==> config.mk <==
export PLATFORM = sky130hd
export DESIGN_NAME = noc_event_time_calculator_unit
export DESIGN_NICKNAME = d
export VERILOG_FILES = /design/src/hdl/etc_pkg.sv /design/src/hdl/etc_ctrl.sv /design/src/hdl/etc_rem_pipe.sv /design/src/hdl/etc_ring.sv /design/src/hdl/noc_event_time_calculator_unit.sv
export SDC_FILE = /design/constraint.sdc
export NUM_CORES = 2
export LEC_CHECK = 0
export ABC_AREA = 1
export BUFFER_PORTS_ARGS = -buffer_cell sky130_fd_sc_hd__clkbuf_2
export CORE_ASPECT_RATIO = 1.1
export CORE_MARGIN = 10
export CORE_UTILIZATION = 25
export DETAILED_ROUTE_END_ITERATION = 10
export GPL_ROUTABILITY_DRIVEN = 0
export PLACE_DENSITY = 0.42
export SETUP_SLACK_MARGIN = 0.3
export SLEW_MARGIN = 20
export SYNTH_ARGS = -nofsm -noshare
export SYNTH_HDL_FRONTEND = slang
export SYNTH_HIERARCHICAL = 1
export SYNTH_SLANG_ARGS = --single-unit
==> constraint.sdc <==
create_clock -name clk_i -period 25.7 [get_ports clk_i]
set_clock_uncertainty 0.15 [all_clocks]
set_input_delay 2.57 -clock clk_i [delete_from_list [all_inputs] [get_ports clk_i]]
set_output_delay 2.57 -clock clk_i [all_outputs]
set_load 0.05 [all_outputs]
==> src/hdl/etc_pkg.sv <==
package etc_pkg;

  localparam int unsigned NOW_W   = 64;
  localparam int unsigned RANK_W  = 8;
  localparam int unsigned OP_W    = 4;
  localparam int unsigned CFG_W   = 5;

  localparam int unsigned MAX_WIDTH_DEF = 16;
  localparam logic [CFG_W-1:0] MESH_WIDTH_RST = 5'd4;

  // Pipeline layout: input register, eight remainder digits, offset sum, output.
  localparam int unsigned NSTG      = 11;
  localparam int unsigned DIGIT_W   = 8;
  localparam int unsigned REM_STG   = NOW_W / DIGIT_W;
  localparam int unsigned STG_RING  = 3;
  localparam int unsigned STG_SUM   = REM_STG + 1;
  localparam int unsigned STG_OUT   = REM_STG + 2;

  localparam logic [OP_W-1:0] OP_SEND_REMOVE    = 4'd0;
  localparam logic [OP_W-1:0] OP_SEND_DECREMENT = 4'd1;
  localparam logic [OP_W-1:0] OP_RECV_INSERT    = 4'd2;
  localparam logic [OP_W-1:0] OP_RECV_INCREMENT = 4'd3;
  localparam logic [OP_W-1:0] OP_READY_RECV     = 4'd4;
  localparam logic [OP_W-1:0] OP_READY_COMMIT   = 4'd5;
  localparam logic [OP_W-1:0] OP_READY_RELEASE  = 4'd6;
  localparam logic [OP_W-1:0] OP_BARRIER_SET    = 4'd7;
  localparam logic [OP_W-1:0] OP_BARRIER_ENABLE = 4'd8;
  localparam logic [OP_W-1:0] OP_BARRIER_CLEAR  = 4'd9;

  typedef struct packed {
    logic [NSTG-1:0] en;
    logic [NSTG-1:0] vld;
  } pipe_ctl_t;

endpackage

==> src/hdl/etc_ctrl.sv <==
module etc_ctrl (
  input  logic               clk_i,
  input  logic               rst_ni,
  input  logic               in_valid_i,
  input  logic               out_ready_i,
  output logic               in_ready_o,
  output etc_pkg::pipe_ctl_t ctl_o
);

  localparam int unsigned N = etc_pkg::NSTG;

  logic [N-1:0] vld_q, vld_d;
  logic [N-1:0] rdy;

  // A stage loads when it is empty or its content moves on this cycle.
  always_comb begin
    rdy[N-1] = !vld_q[N-1] || out_ready_i;
    for (int k = N - 2; k >= 0; k--) begin
      rdy[k] = !vld_q[k] || rdy[k+1];
    end
  end

  always_comb begin
    vld_d[0] = rdy[0] ? in_valid_i : vld_q[0];
    for (int k = 1; k < N; k++) begin
      vld_d[k] = rdy[k] ? vld_q[k-1] : vld_q[k];
    end
  end

  always_ff @(posedge clk_i or negedge rst_ni) begin
    if (!rst_ni) begin
      vld_q <= '0;
    end else begin
      vld_q <= vld_d;
    end
  end

  assign in_ready_o = rdy[0];
  assign ctl_o.en   = rdy;
  assign ctl_o.vld  = vld_q;

endmodule

==> src/hdl/etc_rem_pipe.sv <==
module etc_rem_pipe #(
  parameter int unsigned DW = 5
) (
  input  logic                        clk_i,
  input  logic [etc_pkg::NSTG-1:0]    en_i,
  input  logic [etc_pkg::NOW_W-1:0]   dividend_i,
  input  logic [DW-1:0]               divisor_i,
  output logic [DW-1:0]               rem_o
);

  localparam int unsigned NS = etc_pkg::REM_STG;
  localparam int unsigned DG = etc_pkg::DIGIT_W;
  localparam int unsigned NW = etc_pkg::NOW_W;

  logic [DW-1:0] rem_q [1:NS];
  logic [NW-1:0] lo_q  [1:NS-1];

  for (genvar g = 1; g <= NS; g++) begin : g_stg
    logic [DW-1:0] r_in;
    logic [NW-1:0] src;
    logic [DW-1:0] r_out;

    if (g == 1) begin : g_first
      assign r_in = '0;
      assign src  = dividend_i;
    end else begin : g_next
      assign r_in = rem_q[g-1];
      assign src  = lo_q[g-1];
    end

    // Restoring remainder, one dividend bit per step, top digit first.
    always_comb begin
      logic [DW:0]   t;
      logic [DW-1:0] r;
      r = r_in;
      for (int b = DG - 1; b >= 0; b--) begin
        t = {r, src[NW-DG+b]};
        if (t >= {1'b0, divisor_i}) begin
          t = t - {1'b0, divisor_i};
        end
        r = t[DW-1:0];
      end
      r_out = r;
    end

    always_ff @(posedge clk_i) begin
      if (en_i[g]) begin
        rem_q[g] <= r_out;
      end
    end

    if (g < NS) begin : g_lo
      always_ff @(posedge clk_i) begin
        if (en_i[g]) begin
          lo_q[g] <= src << DG;
        end
      end
    end
  end

  assign rem_o = rem_q[NS];

endmodule

==> src/hdl/etc_ring.sv <==
module etc_ring #(
  parameter int unsigned MAX_WIDTH = etc_pkg::MAX_WIDTH_DEF
) (
  input  logic                         clk_i,
  input  logic [etc_pkg::NSTG-1:0]     en_i,
  input  logic [$clog2(MAX_WIDTH+1)-1:0]           w_i,
  input  logic [$clog2(MAX_WIDTH*MAX_WIDTH+1)-1:0] size_i,
  input  logic [etc_pkg::RANK_W-1:0]   src_i,
  input  logic [etc_pkg::RANK_W-1:0]   dst_i,
  output logic [$clog2(MAX_WIDTH*MAX_WIDTH+1)-1:0] dist_o
);

  localparam int unsigned WW  = $clog2(MAX_WIDTH + 1);
  localparam int unsigned SZW = $clog2(MAX_WIDTH * MAX_WIDTH + 1);
  localparam int unsigned RKW = etc_pkg::RANK_W;
  localparam int unsigned NW  = (SZW > RKW) ? SZW : RKW;

  logic [RKW-1:0] rk_in [2];
  logic [WW-1:0]  col_d [2];
  logic           odd_d [2];
  logic [RKW-1:0] rk_q  [2];
  logic [WW-1:0]  col_q [2];
  logic           odd_q [2];
  logic [SZW-1:0] snake [2];
  logic [SZW-1:0] r_d, r_q;
  logic [SZW-1:0] dist_d, dist_q;

  assign rk_in[0] = src_i;
  assign rk_in[1] = dst_i;

  // Split each rank into row parity and column by restoring division.
  always_comb begin
    logic [WW:0]   t;
    logic [WW-1:0] r;
    logic          q;
    for (int j = 0; j < 2; j++) begin
      r = '0;
      q = 1'b0;
      for (int b = RKW - 1; b >= 0; b--) begin
        t = {r, rk_in[j][b]};
        q = (t >= {1'b0, w_i});
        if (q) begin
          t = t - {1'b0, w_i};
        end
        r = t[WW-1:0];
      end
      col_d[j] = r;
      odd_d[j] = q;
    end
  end

  always_ff @(posedge clk_i) begin
    if (en_i[1]) begin
      for (int j = 0; j < 2; j++) begin
        rk_q[j]  <= rk_in[j];
        col_q[j] <= col_d[j];
        odd_q[j] <= odd_d[j];
      end
    end
  end

  // Odd rows run right to left on the ring.
  always_comb begin
    logic [NW:0]  s;
    logic [SZW:0] t;
    for (int j = 0; j < 2; j++) begin
      if (odd_q[j]) begin
        s = (NW+1)'(rk_q[j]) + (NW+1)'(w_i) - (NW+1)'({col_q[j], 1'b0}) - (NW+1)'(1);
      end else begin
        s = (NW+1)'(rk_q[j]);
      end
      snake[j] = s[SZW-1:0];
    end
    t = (SZW+1)'(snake[1]) + (SZW+1)'(size_i) - (SZW+1)'(snake[0]);
    if (t >= (SZW+1)'(size_i)) begin
      t = t - (SZW+1)'(size_i);
    end
    r_d = t[SZW-1:0];
  end

  always_ff @(posedge clk_i) begin
    if (en_i[2]) begin
      r_q <= r_d;
    end
  end

  always_comb begin
    logic [SZW-1:0] other;
    other  = size_i - r_q;
    dist_d = (r_q < other) ? r_q : other;
  end

  always_ff @(posedge clk_i) begin
    if (en_i[etc_pkg::STG_RING]) begin
      dist_q <= dist_d;
    end
  end

  assign dist_o = dist_q;

endmodule

==> src/hdl/noc_event_time_calculator_unit.sv <==
// Network event completion-time calculator.
// Input channel: in_valid_i / in_ready_o with operation_i, now_cycle_i,
// source_rank_i, target_rank_i and late_flag_i. Output channel:
// out_valid_o / out_ready_i with event_cycle_o and bad_request_o, one result
// beat per input beat, in order. The mesh width register is written through
// mesh_width_we_i / mesh_width_i; the user must do so only while no beat is
// in flight, which the block does not enforce. It resets to 4 and is clamped
// to 2..MAX_WIDTH. One beat per cycle is accepted unless the receiver stalls.
// Eight of the stages form the remainder pipelines (now mod W and now mod
// W*W/2, eight dividend bits per stage); the ring distance runs alongside
// them, then one stage sums the offsets and one does the 64-bit add. Reset
// empties the pipeline and drops anything in flight. When the receiver
// stalls, results hold in the output register and the stages behind it keep
// filling; in_ready_o falls only once every stage holds a beat.
module noc_event_time_calculator_unit #(
  parameter int unsigned MAX_WIDTH = etc_pkg::MAX_WIDTH_DEF
) (
  input  logic                        clk_i,
  input  logic                        rst_ni,
  input  logic                        mesh_width_we_i,
  input  logic [etc_pkg::CFG_W-1:0]   mesh_width_i,
  input  logic                        in_valid_i,
  output logic                        in_ready_o,
  input  logic [etc_pkg::OP_W-1:0]    operation_i,
  input  logic [etc_pkg::NOW_W-1:0]   now_cycle_i,
  input  logic [etc_pkg::RANK_W-1:0]  source_rank_i,
  input  logic [etc_pkg::RANK_W-1:0]  target_rank_i,
  input  logic                        late_flag_i,
  output logic                        out_valid_o,
  input  logic                        out_ready_i,
  output logic [etc_pkg::NOW_W-1:0]   event_cycle_o,
  output logic                        bad_request_o
);

  localparam int unsigned WW  = $clog2(MAX_WIDTH + 1);
  localparam int unsigned SZW = $clog2(MAX_WIDTH * MAX_WIDTH + 1);
  localparam int unsigned PW  = $clog2(MAX_WIDTH * MAX_WIDTH / 2 + 1);
  localparam int unsigned SMW = SZW + 2;
  localparam int unsigned NW  = etc_pkg::NOW_W;
  localparam int unsigned NS  = etc_pkg::REM_STG;
  localparam int unsigned SUM = etc_pkg::STG_SUM;

  logic [etc_pkg::CFG_W-1:0] mesh_width_q;
  logic [WW-1:0]  w_eff;
  logic [SZW-1:0] size;
  logic [PW-1:0]  flit;

  etc_pkg::pipe_ctl_t ctl;

  logic [NW-1:0]              now_q  [0:SUM];
  logic [etc_pkg::OP_W-1:0]   op_q   [0:NS];
  logic                       late_q [0:NS];
  logic                       bad_q  [1:SUM];
  logic [etc_pkg::RANK_W-1:0] src_q, dst_q;
  logic [SZW-1:0]             ring_dist;
  logic [SZW-1:0]             dist_q [etc_pkg::STG_RING+1:NS];
  logic [WW-1:0]              rem_w;
  logic [PW-1:0]              rem_p;
  logic                       bad_d;
  logic [SMW-1:0]             small_d, small_q;
  logic [NW-1:0]              event_cycle_q;
  logic                       bad_request_q;

  always_ff @(posedge clk_i or negedge rst_ni) begin
    if (!rst_ni) begin
      mesh_width_q <= etc_pkg::MESH_WIDTH_RST;
    end else if (mesh_width_we_i) begin
      mesh_width_q <= mesh_width_i;
    end
  end

  // Clamp the width; size and flit period follow from it.
  always_comb begin
    if (32'(mesh_width_q) < 32'd2) begin
      w_eff = WW'(2);
    end else if (32'(mesh_width_q) > 32'(MAX_WIDTH)) begin
      w_eff = WW'(MAX_WIDTH);
    end else begin
      w_eff = WW'(mesh_width_q);
    end
    size = SZW'(w_eff) * SZW'(w_eff);
    flit = PW'(size >> 1);
  end

  etc_ctrl u_ctrl (
    .clk_i       (clk_i),
    .rst_ni      (rst_ni),
    .in_valid_i  (in_valid_i),
    .out_ready_i (out_ready_i),
    .in_ready_o  (in_ready_o),
    .ctl_o       (ctl)
  );

  always_ff @(posedge clk_i) begin
    if (ctl.en[0]) begin
      now_q[0]  <= now_cycle_i;
      op_q[0]   <= operation_i;
      late_q[0] <= late_flag_i;
      src_q     <= source_rank_i;
      dst_q     <= target_rank_i;
    end
    for (int k = 1; k <= SUM; k++) begin
      if (ctl.en[k]) begin
        now_q[k] <= now_q[k-1];
      end
    end
    for (int k = 1; k <= NS; k++) begin
      if (ctl.en[k]) begin
        op_q[k]   <= op_q[k-1];
        late_q[k] <= late_q[k-1];
      end
    end
    if (ctl.en[1]) begin
      bad_q[1] <= bad_d;
    end
    for (int k = 2; k <= SUM; k++) begin
      if (ctl.en[k]) begin
        bad_q[k] <= bad_q[k-1];
      end
    end
    if (ctl.en[etc_pkg::STG_RING+1]) begin
      dist_q[etc_pkg::STG_RING+1] <= ring_dist;
    end
    for (int k = etc_pkg::STG_RING + 2; k <= NS; k++) begin
      if (ctl.en[k]) begin
        dist_q[k] <= dist_q[k-1];
      end
    end
  end

  assign bad_d = (SZW'(src_q) >= size) || (SZW'(dst_q) >= size)
              || (op_q[0] > etc_pkg::OP_BARRIER_CLEAR)
              || (32'(src_q) >= 32'(size)) || (32'(dst_q) >= 32'(size));

  etc_rem_pipe #(.DW(WW)) u_rem_w (
    .clk_i      (clk_i),
    .en_i       (ctl.en),
    .dividend_i (now_q[0]),
    .divisor_i  (w_eff),
    .rem_o      (rem_w)
  );

  etc_rem_pipe #(.DW(PW)) u_rem_p (
    .clk_i      (clk_i),
    .en_i       (ctl.en),
    .dividend_i (now_q[0]),
    .divisor_i  (flit),
    .rem_o      (rem_p)
  );

  etc_ring #(.MAX_WIDTH(MAX_WIDTH)) u_ring (
    .clk_i  (clk_i),
    .en_i   (ctl.en),
    .w_i    (w_eff),
    .size_i (size),
    .src_i  (src_q),
    .dst_i  (dst_q),
    .dist_o (ring_dist)
  );

  // Offset past now, kept narrow; the wide add follows in the next stage.
  always_comb begin
    logic [SMW-1:0] send_off;
    logic [SMW-1:0] flit_off;
    logic [SMW-1:0] flit_late;
    logic [SMW-1:0] flit_ext;
    logic [SMW-1:0] dist_ext;
    logic [SMW-1:0] w_ext;
    w_ext     = SMW'(w_eff);
    flit_ext  = SMW'(flit);
    dist_ext  = SMW'(dist_q[NS]);
    send_off  = (rem_w == '0 && late_q[NS]) ? '0 : w_ext - SMW'(rem_w);
    flit_off  = flit_ext - SMW'(rem_p);
    flit_late = (rem_p == '0 && late_q[NS]) ? '0 : flit_off;
    unique case (op_q[NS]) inside
      etc_pkg::OP_SEND_REMOVE:    small_d = send_off + SMW'(1);
      etc_pkg::OP_SEND_DECREMENT: small_d = SMW'(1);
      etc_pkg::OP_RECV_INSERT:    small_d = w_ext << 1;
      etc_pkg::OP_RECV_INCREMENT: small_d = (w_ext << 1) - SMW'(2);
      etc_pkg::OP_READY_RECV:     small_d = flit_off + SMW'(1) + dist_ext;
      etc_pkg::OP_READY_COMMIT,
      etc_pkg::OP_READY_RELEASE:  small_d = flit_late + flit_ext + SMW'(1);
      etc_pkg::OP_BARRIER_SET:    small_d = flit_late + dist_ext;
      etc_pkg::OP_BARRIER_ENABLE: small_d = (rem_p == '0) ? '0 : flit_off;
      etc_pkg::OP_BARRIER_CLEAR:  small_d = flit_off;
      default:                    small_d = '0;
    endcase
  end

  always_ff @(posedge clk_i) begin
    if (ctl.en[SUM]) begin
      small_q <= small_d;
    end
    if (ctl.en[etc_pkg::STG_OUT]) begin
      event_cycle_q <= bad_q[SUM] ? '0 : now_q[SUM] + NW'(small_q);
      bad_request_q <= bad_q[SUM];
    end
  end

  assign out_valid_o   = ctl.vld[etc_pkg::STG_OUT];
  assign event_cycle_o = event_cycle_q;
  assign bad_request_o = bad_request_q;

`ifndef SYNTHESIS
  logic in_acc, out_acc;
  assign in_acc  = in_valid_i && in_ready_o;
  assign out_acc = out_valid_o && out_ready_i;

  a_bad_zero: assert property (@(posedge clk_i) disable iff (!rst_ni)
    out_valid_o && bad_request_o |-> event_cycle_o == '0)
    else $error("flagged result carries a nonzero cycle");

  a_full_stall: assert property (@(posedge clk_i) disable iff (!rst_ni)
    !in_ready_o |-> &ctl.vld)
    else $error("input stalled while a stage is empty");

  a_occupancy: assert property (@(posedge clk_i) disable iff (!rst_ni)
    1'b1 |=> $countones(ctl.vld)
             == $past($countones(ctl.vld)) + $past(in_acc) - $past(out_acc))
    else $error("beat lost or duplicated in pipeline");

  a_rem_range: assert property (@(posedge clk_i) disable iff (!rst_ni)
    ctl.vld[NS] |-> (rem_w < w_eff) && (rem_p < flit))
    else $error("remainder not below its period");
`endif

endmodule
# After elaboration in Yosys (flattened, before gate mapping)
# Memories as Yosys holds them, arrays and structs flattened.
# Index checks and enable logic that the tools add are counted.
[word_totals]
ff_bits = 126
mem_bits_rw = 1655
word_cells = 564
latch_bits = 0
mem_count = 12
mem_bits_ro = 0
output_inout_bits = 67
[mem_list]
columns = ["memory", "depth", "word_bits", "rd", "rd_ports_with_merged_regs", "write_ports", "line", "rtl"]
rows = [
  ["now_q", 10, 64, 10, 0, 10, "noc_event_time_calculator_unit.sv:50", "logic [NW-1:0] now_q [0:SUM];"],
  ["u_rem_p.lo_q", 7, 56, 7, 0, 7, "etc_rem_pipe.sv:16", "logic [NW-1:0] lo_q [1:NS-1];"],
  ["u_rem_w.lo_q", 7, 56, 7, 0, 7, "etc_rem_pipe.sv:16", ""],
  ["u_rem_p.rem_q", 8, 8, 8, 0, 8, "etc_rem_pipe.sv:15", "logic [DW-1:0] rem_q [1:NS];"],
  ["dist_q", 5, 9, 5, 0, 5, "noc_event_time_calculator_unit.sv:56", "logic [SZW-1:0] dist_q [etc_pkg::STG_RING+1:NS];"],
  ["u_rem_w.rem_q", 8, 5, 8, 0, 8, "etc_rem_pipe.sv:15", ""],
  ["6 more memories", "-", "-", "-", "-", "-", "-", ""],
]
[op_classes]
bitwise = 0
n_div = 0
mul = 1
eq_ne = 9
n_reduce_logical = 32
n_lt_le_gt_ge = 153
n_shift = 0
mux = 174
add_sub_neg = 164
[op_table]
columns = ["operator", "n"]
rows = [
  [">= comparator 9 x 8 -> 1 bit", 63],
  ["2-to-1 mux 8 bit", 64],
  ["subtractor 8 bit", 63],
  [">= comparator 6 x 5 -> 1 bit", 77],
  ["2-to-1 mux 5 bit", 82],
  ["subtractor 5 bit", 77],
  ["one-hot mux 11 bit (9 select lines)", 1],
  ["adder 64 x 11 -> 64 bit", 1],
  [">= comparator 8 x 9 -> 1 bit", 4],
  ["2-to-1 mux 9 bit", 4],
  ["2-to-1 mux 11 bit", 3],
  ["adder 11 x 1 -> 11 bit, second input constant", 2],
  ["2-to-1 mux 1 bit", 20],
  ["adder 8 x 5 -> 9 bit", 2],
  ["subtractor 9 x 1 -> 9 bit, second input constant", 2],
  ["subtractor 9 x 6 -> 9 bit", 2],
  ["subtractor 9 bit", 2],
  ["== test 4 x 3 -> 1 bit, second input constant", 4],
  [">= comparator 1 x 5 -> 1 bit", 3],
  ["logical OR 1 bit", 15],
  ["subtractor 1 x 5 -> 5 bit", 3],
  ["adder 10 x 10 -> 11 bit", 1],
  ["adder 11 x 8 -> 11 bit", 1],
  ["adder 11 x 9 -> 11 bit", 1],
  ["other kinds (23)", 36],
]

# Longest topological paths before layout
[logic_depth]
word_depth = 20
ltp_mapped = 135
mapped_depth_nobuf = 128

# Modules after synthesis
# The synthesis kept the hierarchy.
[modules_own_cells]
columns = ["mod", "area_per_inst_um2", "n_inst", "cells_each"]
rows = [
  ["etc_rem_pipe (u_rem_p)", 37875.1, 1, 5159],
  ["noc_event_time_calculator_unit", 31433.9, 1, 2048],
  ["etc_rem_pipe (u_rem_w)", 25499.5, 1, 3083],
  ["etc_ring", 8167.8, 1, 1109],
  ["etc_ctrl", 483.0, 1, 46],
]

# Worst setup path before layout
# Ideal clock, no wire load.
[synth_path]
path_kind = "reg-to-reg"
start = "register mesh_width_q[4] (netlist name)"
end = "register u_rem_p/rem_q[0][17] (netlist name)"
period_less_slack_ps = 22948
arrival_time_ps = 22544
required_ps = 25297
setup_time_ps = 253
n_path_buf = 8
path_stages_with_launch = 105
slack_ps = 2752
cell_sequence = "dfrtp_1 > buf_2 > nor2_1 > nand2_1 > nor2_1 > nor2_1 > inv_1 > ha_1 > inv_1 > ha_1 > nand2_1 > nor2_1 > nand2_1 > nand3_2 > nand2_2 > nand2_2 > buf_6 > inv_2 > [... 69 more ...] > o21ai_0 > a211oi_1 > nand3_2 > buf_6 > nand2_1 > o21ai_2 > ha_1 > a21oi_1 > nand2_1 > a21oi_1 > inv_1 > a21oi_1 > o21ai_0 > a21o_1 > a221o_1 > nand3b_4 > nand2_1 > nand2_1"
[synth_lines]
columns = ["item", "line", "rtl"]
rows = [
  ["start: declaration", "noc_event_time_calculator_unit.sv:43", "logic [etc_pkg::CFG_W-1:0] mesh_width_q;"],
  ["start signal: assignment", "noc_event_time_calculator_unit.sv:66", "mesh_width_q <= etc_pkg::MESH_WIDTH_RST;"],
  ["start signal: assignment", "noc_event_time_calculator_unit.sv:68", "mesh_width_q <= mesh_width_i;"],
]

==> results.json <==
{
  "layout_common_cells": "nand2_1 (2651), inv_1 (1755), edfxtp_1 (1429)",
  "fin_util": 0.286,
  "pre_cts_ws_ns": 4.90,
  "cts.repair.resized": 0,
  "die_area_um2": 440000,
  "hold_buffers": 0,
  "cts.sinks": 1445,
  "synthToLayoutAreaGrowth_pct": 13.7,
  "cts_buffers": 179,
  "synthArstFlopShare": 0.0111,
  "post_cts_buffers": 0,
  "min_from": "now_q[8][0]",
  "finalCritPeriodShare": 0.809,
  "cts-root-buf": "clkbuf_16",
  "grt_pass1_vias": 76469,
  "slew_violations": 0,
  "core_area_um2": 412000,
  "clk_latency_ns": 0.90,
  "hp-class": "flip-flop to flip-flop",
  "initial_core_util": 0.251,
  "synth_edf_count": 1429,
  "die_w_um": 633,
  "worstSetupPathType": "flip-flop to flip-flop",
  "cts_tree": "done",
  "nets": 13165,
  "postRouteAntennaNets": 0,
  "max_cap_viol_count": 0,
  "synth.avg_cell_area_um2": 9.04,
  "drc": 0,
  "grt_pass1_wl_um": 467000,
  "endpoint_kind": "flip-flop",
  "ys.flop_type": "edfxtp_1",
  "fin_tns_setup_ns": 0,
  "crit_path_max_incr_delay_ns": 0.85,
  "final-setup-viol-count": 0,
  "synth_area_leader_cell": "edfxtp_1",
  "cp.arrival_ns": 21.28,
  "hpwl_um": 236000,
  "rows": 247,
  "slowest_stage": "nor2_1",
  "gr-usage-all-layers": 0.137,
  "yosys.area.top_type_share": 0.415,
  "rsz0062_at_grt": "false",
  "hold_viol_final": 0,
  "cts_htree_levels": 4,
  "grt_max_degree": 116,
  "tightest_slew_ns": 1.07,
  "syn_area_um2": 103000,
  "worstSetupStartpointType": "flip-flop",
  "vias_per_cell": 4.37,
  "drt_first_pass_iters": 6,
  "io_pins": 162,
  "cp.required_ns": 26.20,
  "synthTopCellsByArea": "edfxtp_1 (41%), ha_1 (12%), nand2_1 (9.6%)",
  "wl_per_cell_um": 17.7,
  "post-route-min-period_ns": 20.78,
  "crit_start": "mesh_width_q[4]",
  "final_layout_size_suffix_gt1_frac": 0.102,
  "path_max_fanout": 22,
  "cts.clk_slew.worst_paths_ns": 0.06,
  "timing.hold.ws_ns": 0.186,
  "seq_area_frac_synth": 0.419,
  "synth_warnings": 6,
  "setup_slack_ns": 4.92,
  "multi_input_area_um2": 53000,
  "synthDistinctLibCells": 79,
  "ys_seq_elements": 1445,
  "status": "completed",
  "antenna_found_initial": 35,
  "clock.fmax_mhz": 48.1,
  "clockBufferDepth": 4,
  "rr_startpoint": "mesh_width_q[4]",
  "cpMostUsedCell": "nand2_1",
  "drt_iter0_drc": 4197,
  "fill_cells": 43693,
  "vias": 76402,
  "portBuffers": 161,
  "regArea_um2": 43300,
  "die_h_um": 695,
  "syn_inst": 11445,
  "final_common_cell": "nand2_1",
  "relSlewSlack": 0.286,
  "grt_overflow_total": 0,
  "wirelength_um": 310000
}
[stage by stage]
step                area [um^2]  std cells
global placement         112000      17174
global route             118000      17499
CTS                      118000      17498
detailed placement       112000      17174
finish                   118000      17500
floorplan                104000      11514
[final timing paths]
kind	endpoint	slack, ns	depth (start not counted)
max in group asynchronous	mesh_width_q[4]	23.31	1
max reg2reg	u_rem_p/rem_q[0][50]	4.92	115
min in group asynchronous	u_ctrl/vld_q[3]	1.57	1
max	u_rem_p/rem_q[0][50]	4.92	115
min reg2reg	now_q[9][0]	0.19	0
min	now_q[9][0]	0.19	0
[routing by layer]
metal	GRT usage	vias to the layer above	wire length, um
met4	0.0339	0	8100
met2	0.242	1107	149000
met3	0.0143	336	9520
met5	0	-	0
met1	0.180	35705	143000
li1	-	39254	-
[registers in the layout, summed over array words and instances (netlist names), 11 cells and up]
register / cells
now_q: 640
u_rem_p/lo_q: 224
u_rem_w/lo_q: 224
event_cycle_o: 64
u_rem_p/rem_q: 64
dist_q: 45
u_rem_w/rem_q: 40
op_q: 36
u_ring/rk_q: 16
small_q: 11
u_ctrl/vld_q: 11
[synthesized netlist by cell type (15+ instances only)]
cell and number:
nor2_2 82, nor2_1 550, o21ai_0 416, dfrtp_1 15
nand3_4 64, o21bai_1 67, o31ai_1 25, inv_1 1769
and2_1 18, nand3_1 741, xor2_1 394, ha_1 1023
fa_1 170, or2_2 44, nand3b_1 58, a21oi_1 609
nor3_1 101, nand3_2 92, nor2_4 37, buf_4 18
o21ai_1 129, buf_6 25, nand2_4 48, xnor2_1 180
o21a_1 33, nor4_1 44, o21ai_2 51, inv_2 73
a211oi_1 23, nand4_1 122, clkbuf_1 15, nand2_2 126
nand2_1 2654, edfxtp_1 1429
[worst max-delay path: cells and delay by family (launching register included)]
| kind | cells | cell delay, ns |
|---|---|---|
| AO/OA/AOI/OAI | 36 | 6.47 |
| AND/OR/NAND/NOR | 43 | 5.97 |
| adder cells (fa/ha/maj) | 12 | 4.20 |
| buffers and inverters | 23 | 2.93 |
| flip-flops | 1 | 0.55 |
| XOR/XNOR | 1 | 0.27 |
[kinds of logic after synthesis]
group | Yosys count | share of synthesized area
adder cells (fa/ha/maj) | 1193 | 0.157
flip-flops | 1445 | 0.419
AND/OR/NAND/NOR | 4846 | 0.222
AO/OA/AOI/OAI | 1472 | 0.0817
XOR/XNOR | 574 | 0.0486
other | 2 | 0.0000726
buffers and inverters | 1913 | 0.0720
[final cells by class]
type,count,area share
antenna,2,0.0000425
clock buffer,204,0.0397
clock inverter,120,0.0108
inverter,1846,0.0594
multi-input combinational,8156,0.451
sequential,1445,0.368
tap,5478,0.0583
timing repair buffer,249,0.0128
Power is not shown: default switching activity piles up to over one toggle a cycle in this logic, so the estimate is an artifact.
